## config.mk

```make
export PLATFORM = sky130hd
export DESIGN_NAME = bxd_ctrl
export DESIGN_NICKNAME = d
export VERILOG_FILES = /design/src/sv/bxd_pkg.sv /design/src/sv/bxd_ctrl.sv
export SDC_FILE = /design/constraint.sdc
export NUM_CORES = 1
export LEC_CHECK = 0
export ABC_CLOCK_PERIOD_IN_PS = 2000
export BUFFER_PORTS_ARGS = -buffer_cell sky130_fd_sc_hd__buf_2
export CAP_MARGIN = 20
export CORE_AREA = 10 10 47 49
export CTS_CLUSTER_DIAMETER = 120
export DETAILED_ROUTE_END_ITERATION = 16
export DIE_AREA = 0 0 57 59
export PLACE_DENSITY = 0.7
export SLEW_MARGIN = 20
export SYNTH_ARGS = -nofsm -noshare
export SYNTH_HDL_FRONTEND = slang
export SYNTH_SLANG_ARGS = --single-unit
```

## constraint.sdc

```tcl
create_clock -name clk -period 2 [get_ports clk]
set_input_delay 0 -clock clk [delete_from_list [all_inputs] [get_ports clk]]
set_output_delay 0 -clock clk [all_outputs]
set_load 0.005 [all_outputs]
```

## src/sv/bxd_pkg.sv

```systemverilog
// ----------------------------------------------------------------------------
// Box area downscaler package
// Shared widths, item types, register codes, controller states and the
// command and status groups between controller and datapath.
// ----------------------------------------------------------------------------
package bxd_pkg;

    // Default size limits, handed to the top level parameters.
    localparam int MAX_SOURCE_DIM_DEF = 4096;
    localparam int MAX_TARGET_DIM_DEF = 256;

    // Fixed field widths.
    localparam int CFG_W      = 13;
    localparam int CFG_IDX_W  = 2;
    localparam int SRC_CFG_W  = 13;
    localparam int TGT_CFG_W  = 9;
    localparam int PIX_W      = 8;
    localparam int COORD_W    = 8;

    // Configuration register indexes.
    typedef enum logic [CFG_IDX_W-1:0] {
        REG_SOURCE_WIDTH  = 2'd0,
        REG_SOURCE_HEIGHT = 2'd1,
        REG_TARGET_WIDTH  = 2'd2,
        REG_TARGET_HEIGHT = 2'd3
    } cfg_reg_t;

    // One source pixel request.
    typedef struct packed {
        logic             frame_start;
        logic [PIX_W-1:0] red_in;
        logic [PIX_W-1:0] green_in;
        logic [PIX_W-1:0] blue_in;
    } in_item_t;

    // One output pixel request.
    typedef struct packed {
        logic [COORD_W-1:0] out_col;
        logic [COORD_W-1:0] out_row;
        logic [PIX_W-1:0]   red_out;
        logic [PIX_W-1:0]   green_out;
        logic [PIX_W-1:0]   blue_out;
        logic               frame_end;
    } out_item_t;

    // Which cell boundary the bound divider computes.
    typedef enum logic [1:0] {
        BND_COL_FIRST,
        BND_ROW_FIRST,
        BND_COL_NEXT,
        BND_ROW_NEXT
    } bound_sel_t;

    // Controller states.
    typedef enum logic [3:0] {
        ST_IDLE,
        ST_CHECK,
        ST_RST_COL_WAIT,
        ST_RST_ROW_WAIT,
        ST_RESTART,
        ST_PIX,
        ST_SUM,
        ST_AVG,
        ST_EMIT,
        ST_ADV,
        ST_COL_BND,
        ST_ROW_BND,
        ST_BND_WAIT
    } state_t;

    // Commands from controller to datapath.
    typedef struct packed {
        logic       accept;
        logic       bnd_start;
        bound_sel_t bnd_sel;
        logic       restart;
        logic       pix;
        logic       fold;
        logic       avg_start;
        logic       emit;
        logic       advance;
    } dp_cmd_t;

    // Status from datapath to controller.
    typedef struct packed {
        logic restart_req;
        logic last_col;
        logic last_row;
        logic bnd_done;
        logic avg_done;
        logic out_free;
        logic need_col_bnd;
        logic need_row_bnd;
    } dp_status_t;

endpackage

```

## src/sv/bxd_ctrl.sv

```systemverilog
// ----------------------------------------------------------------------------
// Box area downscaler controller
// Sequences one source pixel at a time through restart, accumulation,
// averaging, output and position advance, driving the datapath by commands.
// ----------------------------------------------------------------------------
module bxd_ctrl (
    input  logic                clk,
    input  logic                rst_n,
    input  logic                in_valid,
    output logic                in_stall,
    input  bxd_pkg::dp_status_t status,
    output bxd_pkg::dp_cmd_t    cmd
);

    bxd_pkg::state_t state_reg;
    bxd_pkg::state_t state_next;

    // State register.
    always_ff @(posedge clk or negedge rst_n)
    begin
        if (!rst_n)
        begin
            state_reg <= bxd_pkg::ST_IDLE;
        end
        else
        begin
            state_reg <= state_next;
        end
    end

    // Next state and commands.
    always_comb
    begin
        state_next    = state_reg;
        cmd           = '0;
        cmd.bnd_sel   = bxd_pkg::BND_COL_FIRST;
        in_stall      = 1'b1;
        unique case (state_reg)
            bxd_pkg::ST_IDLE:
            begin
                in_stall = 1'b0;
                if (in_valid)
                begin
                    cmd.accept = 1'b1;
                    state_next = bxd_pkg::ST_CHECK;
                end
            end
            bxd_pkg::ST_CHECK:
            begin
                if (status.restart_req)
                begin
                    cmd.bnd_start = 1'b1;
                    cmd.bnd_sel   = bxd_pkg::BND_COL_FIRST;
                    state_next    = bxd_pkg::ST_RST_COL_WAIT;
                end
                else
                begin
                    state_next = bxd_pkg::ST_PIX;
                end
            end
            bxd_pkg::ST_RST_COL_WAIT:
            begin
                if (status.bnd_done)
                begin
                    cmd.bnd_start = 1'b1;
                    cmd.bnd_sel   = bxd_pkg::BND_ROW_FIRST;
                    state_next    = bxd_pkg::ST_RST_ROW_WAIT;
                end
            end
            bxd_pkg::ST_RST_ROW_WAIT:
            begin
                if (status.bnd_done)
                begin
                    state_next = bxd_pkg::ST_RESTART;
                end
            end
            bxd_pkg::ST_RESTART:
            begin
                cmd.restart = 1'b1;
                state_next  = bxd_pkg::ST_PIX;
            end
            bxd_pkg::ST_PIX:
            begin
                cmd.pix    = 1'b1;
                state_next = bxd_pkg::ST_SUM;
            end
            bxd_pkg::ST_SUM:
            begin
                cmd.fold = 1'b1;
                if (status.last_col && status.last_row)
                begin
                    cmd.avg_start = 1'b1;
                    state_next    = bxd_pkg::ST_AVG;
                end
                else
                begin
                    state_next = bxd_pkg::ST_ADV;
                end
            end
            bxd_pkg::ST_AVG:
            begin
                if (status.avg_done)
                begin
                    state_next = bxd_pkg::ST_EMIT;
                end
            end
            bxd_pkg::ST_EMIT:
            begin
                if (status.out_free)
                begin
                    cmd.emit   = 1'b1;
                    state_next = bxd_pkg::ST_ADV;
                end
            end
            bxd_pkg::ST_ADV:
            begin
                cmd.advance = 1'b1;
                priority if (status.need_col_bnd)
                begin
                    state_next = bxd_pkg::ST_COL_BND;
                end
                else if (status.need_row_bnd)
                begin
                    state_next = bxd_pkg::ST_ROW_BND;
                end
                else
                begin
                    state_next = bxd_pkg::ST_IDLE;
                end
            end
            bxd_pkg::ST_COL_BND:
            begin
                cmd.bnd_start = 1'b1;
                cmd.bnd_sel   = bxd_pkg::BND_COL_NEXT;
                state_next    = bxd_pkg::ST_BND_WAIT;
            end
            bxd_pkg::ST_ROW_BND:
            begin
                cmd.bnd_start = 1'b1;
                cmd.bnd_sel   = bxd_pkg::BND_ROW_NEXT;
                state_next    = bxd_pkg::ST_BND_WAIT;
            end
            bxd_pkg::ST_BND_WAIT:
            begin
                if (status.bnd_done)
                begin
                    state_next = bxd_pkg::ST_IDLE;
                end
            end
            default:
            begin
                state_next = bxd_pkg::ST_IDLE;
            end
        endcase
    end

endmodule

```

Word level (Yosys, flattened, before mapping):

Cells that the tools add are included.

* flip-flop bits (word level): 4
* output and inout bits: 11

* eq/ne operators: 18
* mux-type cells: 24
* reductions and logical operators: 4

Operators by type and width (count)
* 4-bit one-hot mux with 12 select lines: 1
* 4-bit 2-to-1 mux: 9
* 4-bit == test (second input constant): 5
* 4-bit by 3-bit == test with 1-bit output (second input constant): 4
* 2-bit inequality test (second input constant): 6
* 3-bit one-hot mux with 4 select lines: 1
* 1-bit 2-to-1 mux: 9
* 3-bit 2-to-1 mux: 3
* 4-bit by 2-bit == test with 1-bit output (second input constant): 2
* 6-bit AND reduction: 1
* 4-bit by 1-bit == test with 1-bit output (second input constant): 1
* 4-bit zero test: 1
* 2-bit 2-to-1 mux: 1
* 2-bit OR reduction: 1
* 1-bit logical AND: 1

Depth between registers and ports, before layout:

* depth in word-level cells: 3
* depth in mapped cells: 6
* gate-level depth less buffers: 4

Worst setup path before layout:

Ideal clock, no wire load.

* path type: reg-to-reg
* start: reg state_reg[2]
* end: reg state_reg[0]
* data arrival time: 1.435 ns
* slack: 0.441 ns
* cell stages (with the launch flop): 5
* buffers on the path: 0
* period minus slack after synthesis: 1.559 ns
* cell sequence: dfrtp_1 > or4_4 > a21oi_2 > a211oi_1 > a211o_1

* word-level cells in the longest chain between the ends: 3

RTL lines
* from (decl): line bxd_ctrl.sv:15 `bxd_pkg::state_t state_reg;`
* from (signal assigned): line bxd_ctrl.sv:23 `state_reg <= bxd_pkg::ST_IDLE;`
* from (signal assigned): line bxd_ctrl.sv:27 `state_reg <= state_next;`
* 4-bit == test, or another cell as far along: line bxd_ctrl.sv:38 `unique case (state_reg)`
* 2-bit OR reduction (no line) / 2-bit inequality test (equally long branches)
* 4-bit one-hot mux with 12 select lines / 6-bit AND reduction (equally long branches)

Parallel ways exist; a longest one is shown, timed or not.
A chain may end at the register's enable or synchronous reset.

Worst setup path in the final report:

* start: reg state_reg[0]
* end: reg state_reg[1]

The elaborated chain is that of the path after synthesis.

==> summary.txt <==
Outcome - finished, final reports clean
Critical path capture point type - flop
Category of the worst setup path launch point - flop
Floorplan core area - 1401 sq um
Fin nets - 115
Crit path cell chain - or2_1, o22ai_1, a221o_1, a221o_1
Top cell type by total area after synthesis - dfrtp_1
Switching Fraction - 0.4957
Routed wire length - 1613 um
Critical path arrival - 1.75 ns
Required time of the worst setup path - 2.11 ns
Clock transition time at the flip-flop clock pins of the worst setup and hold paths - 0.04 ns
Number of antenna repair diodes - 0
Cell internal power dissipation - 0.4996 mW
Post-synthesis cell type count - 31
Routability-driven placement congestion ratio - 0.8542
Post-Syn Area - 504.2 sq um
Leading cell types in the layout, fill and taps excluded - 21 x buf_2, 12 x nor2_1, 9 x nand2_1
Number of warnings reported in the yosys synthesis log - 0
Number of enable flip-flop cells after synthesis - 0
Cell with the most instances on the worst path - a221o_1
TritonCTS clock tree - done
Detailed-route vias per instance - 5.661
Bufs on Longest Clock Path - 2
Actual transition at the worst max-transition pin - 0.2567 ns
Setup repair after global routing missed its margin - false
Final setup violation count - 0
Maximum net fanout on the critical path - 6
Worst path max stage delay - 0.43 ns
Area contributors post-synth - dfrtp_1 20%, nor2_1 8.9%, nand2_1 6.7%, o21ai_0 6.0%, nand2b_1 5.0%
Proportion of synthesized chip area in sequential cells - 0.1985
Share of post-route cells with drive strength above 1 - 0.2941
Violation count after the first detailed-routing iteration - 30
Post-detailed-route count of antenna-violating nets - 0
Max-slew violations - 0
Power density over the cells - 1491 nW/um^2
Maximum number of pins on one net before global-route repair - 12
Fraction of synthesized cell area taken by the top area cell type - 0.1985
Fill cell total of the finished layout - 155
Layout overhead on the synthesized area - 31.76%
Overall Global Routing Usage - 0.09645
Total setup buffers inserted after CTS - 0
Category of the most critical setup path - reg2reg
Clock network power share - 0.100
P_sw - 0.4910 mW
Root Buffer - clkbuf_4
P_leak - 0.3280 nW
Master of the slowest instance on the critical path - dfrtp_1
Seq pwr share - 0.197
First-pass iteration count of the detailed router - 4
Prevailing post-synth register cell - dfrtp_1
Logic depth of the worst register-to-register path - 4
Shortest clock period the worst path allows after layout - 1.636 ns
Synthesized net count - 90
Least setup slack across all paths after layout - 0.3641 ns
Relative slew slack - 0.8265
Initial antenna violation count - 0
Clock network latency to the later pin of the worst-skew pair - 0.23 ns
Final setup TNS - 0 ns
Flip-flop and latch count after synthesis - 4
Flip-flop count of the largest register, all copies and words added - 4
Average instance area after synthesis - 6.383 sq um
Clock buffer count from CTS - 3
Async SR Flop Fraction - 1.000
First-pass GRT wire length - 2711 um
Maxcap violations - 0
Pre-CTS setup slack - 0.3893 ns
Most common library cell in the layout ignoring fill and taps - buf_2
Gate power share - 0.703
Remaining DRCs - 0
Number of standard-cell rows in the floorplan - 14
DPL Wire Length - 1294 um
Die Outline Area - 3363 sq um
Highest attainable clock frequency - 611.3 MHz
Final clock period utilization by the worst path - 0.8180
Clk_skew - 0.0009677 ns
Largest voltage drop on the vdd net - 0.5983 mV
Die outline height - 59 um
Final hold violations - 0
Vias after detailed routing - 668
Vias in the first global route - 628
Wire length per cell after detailed routing - 13.67 um
Die Wd - 57 um
Initial Utilization - 0.3598
Class of the tightest hold or removal check - in2async
Total global routing overflow - 0
Clk sink count - 4
Instance count of the mapped netlist - 79
Maximum level of the CTS H-tree - 1
Number of buffers added on ports - 21
I/O pin total - 22
==> power by group through the flow <==
| stage | Combinational, mW | Clock [mW] | Sequential (mW) |
|---|---|---|---|
| floorplan | 0.516 | 0 | 0.164 |
| global placement | 0.690 | 0 | 0.187 |
| detailed placement | 0.694 | 0 | 0.193 |
| CTS | 0.698 | 0.103 | 0.192 |
| global route | 0.792 | 0.104 | 0.204 |
| finish | 0.696 | 0.0990 | 0.195 |
==> layout make-up <==
| cell class | count | area [sq um] | share of cell area |
|---|---|---|---|
| multi-input combinational | 64 | 357.8 | 0.5386 |
| tap | 16 | 20.02 | 0.03013 |
| inverter | 5 | 18.77 | 0.02825 |
| sequential | 4 | 100.1 | 0.1507 |
| clock buffer | 3 | 22.52 | 0.03390 |
| timing repair buffer | 26 | 145.1 | 0.2185 |
==> Yosys cell counts (2+ instances only) <==
library cell  number
nand3_1            2
inv_1              5
nor2_1            12
nor2b_1            2
a221o_1            2
o22ai_1            2
dfrtp_1            4
nand2b_1           4
nand2_1            9
nor3_1             5
o21ai_0            6
a211oi_1           2
clkbuf_1           3
a21oi_1            4
==> per-stage QoR <==
step / hold WS (ns) / power [mW] / instances / util / cell area, sq um
CTS: 0.09708 / 0.9925 / 118 / 0.4741 / 664.4
detailed placement: -0.1924 / 0.8866 / 114 / 0.4509 / 631.9
global placement: -0.1916 / 0.8770 / 114 / 0.4509 / 631.9
floorplan: -0.2956 / 0.6794 / 79 / - / 504.2
global route: 0.1248 / 1.100 / 118 / 0.4741 / 664.4
finish: 0.09926 / 0.9906 / 118 / 0.4741 / 664.4
==> per-layer routing <==
layer / wire [um] / GRT usage
met5: 0 / 0
met4: 13 / 0.07047
met3: 122 / 0.01931
met2: 819 / 0.1612
met1: 658 / 0.1060
==> worst paths after layout <==
kind / from / to / slack, ns
worst min-delay path: rst_n / state_reg[1] / 0.1
worst min register to register: state_reg[0] / state_reg[0] / 0.77
min in group clk: status[4] / state_reg[3] / 0.12
max in group asynchronous: rst_n / state_reg[0] / 1.78
worst max-delay path: state_reg[0] / state_reg[1] / 0.36
worst max register to register: state_reg[0] / state_reg[1] / 0.36
==> worst max-delay path, delay by kind of cell (launching register included) <==
kind,cells,cell delay (ns)
flops,1,0.43
simple gates,1,0.25
compound gates,3,0.83
==> logic make-up (layout without fill, tap and decap cells) <==
family | Yosys count | in the layout | synth area share
buffers and inverters | 11 | 34 | 0.09180
and+or+nand+nor | 42 | 42 | 0.4268
DFF | 4 | 4 | 0.1985
AOI/OAI and AO/OA | 22 | 22 | 0.2829
==> repair_timing <==
action | in CTS | in global routing
endpoints found under the hold margin | 4 | 0
hold buffers | 1 | 0
gates resized for setup | 0 | 0
Power figures use the tool's default switching activity.
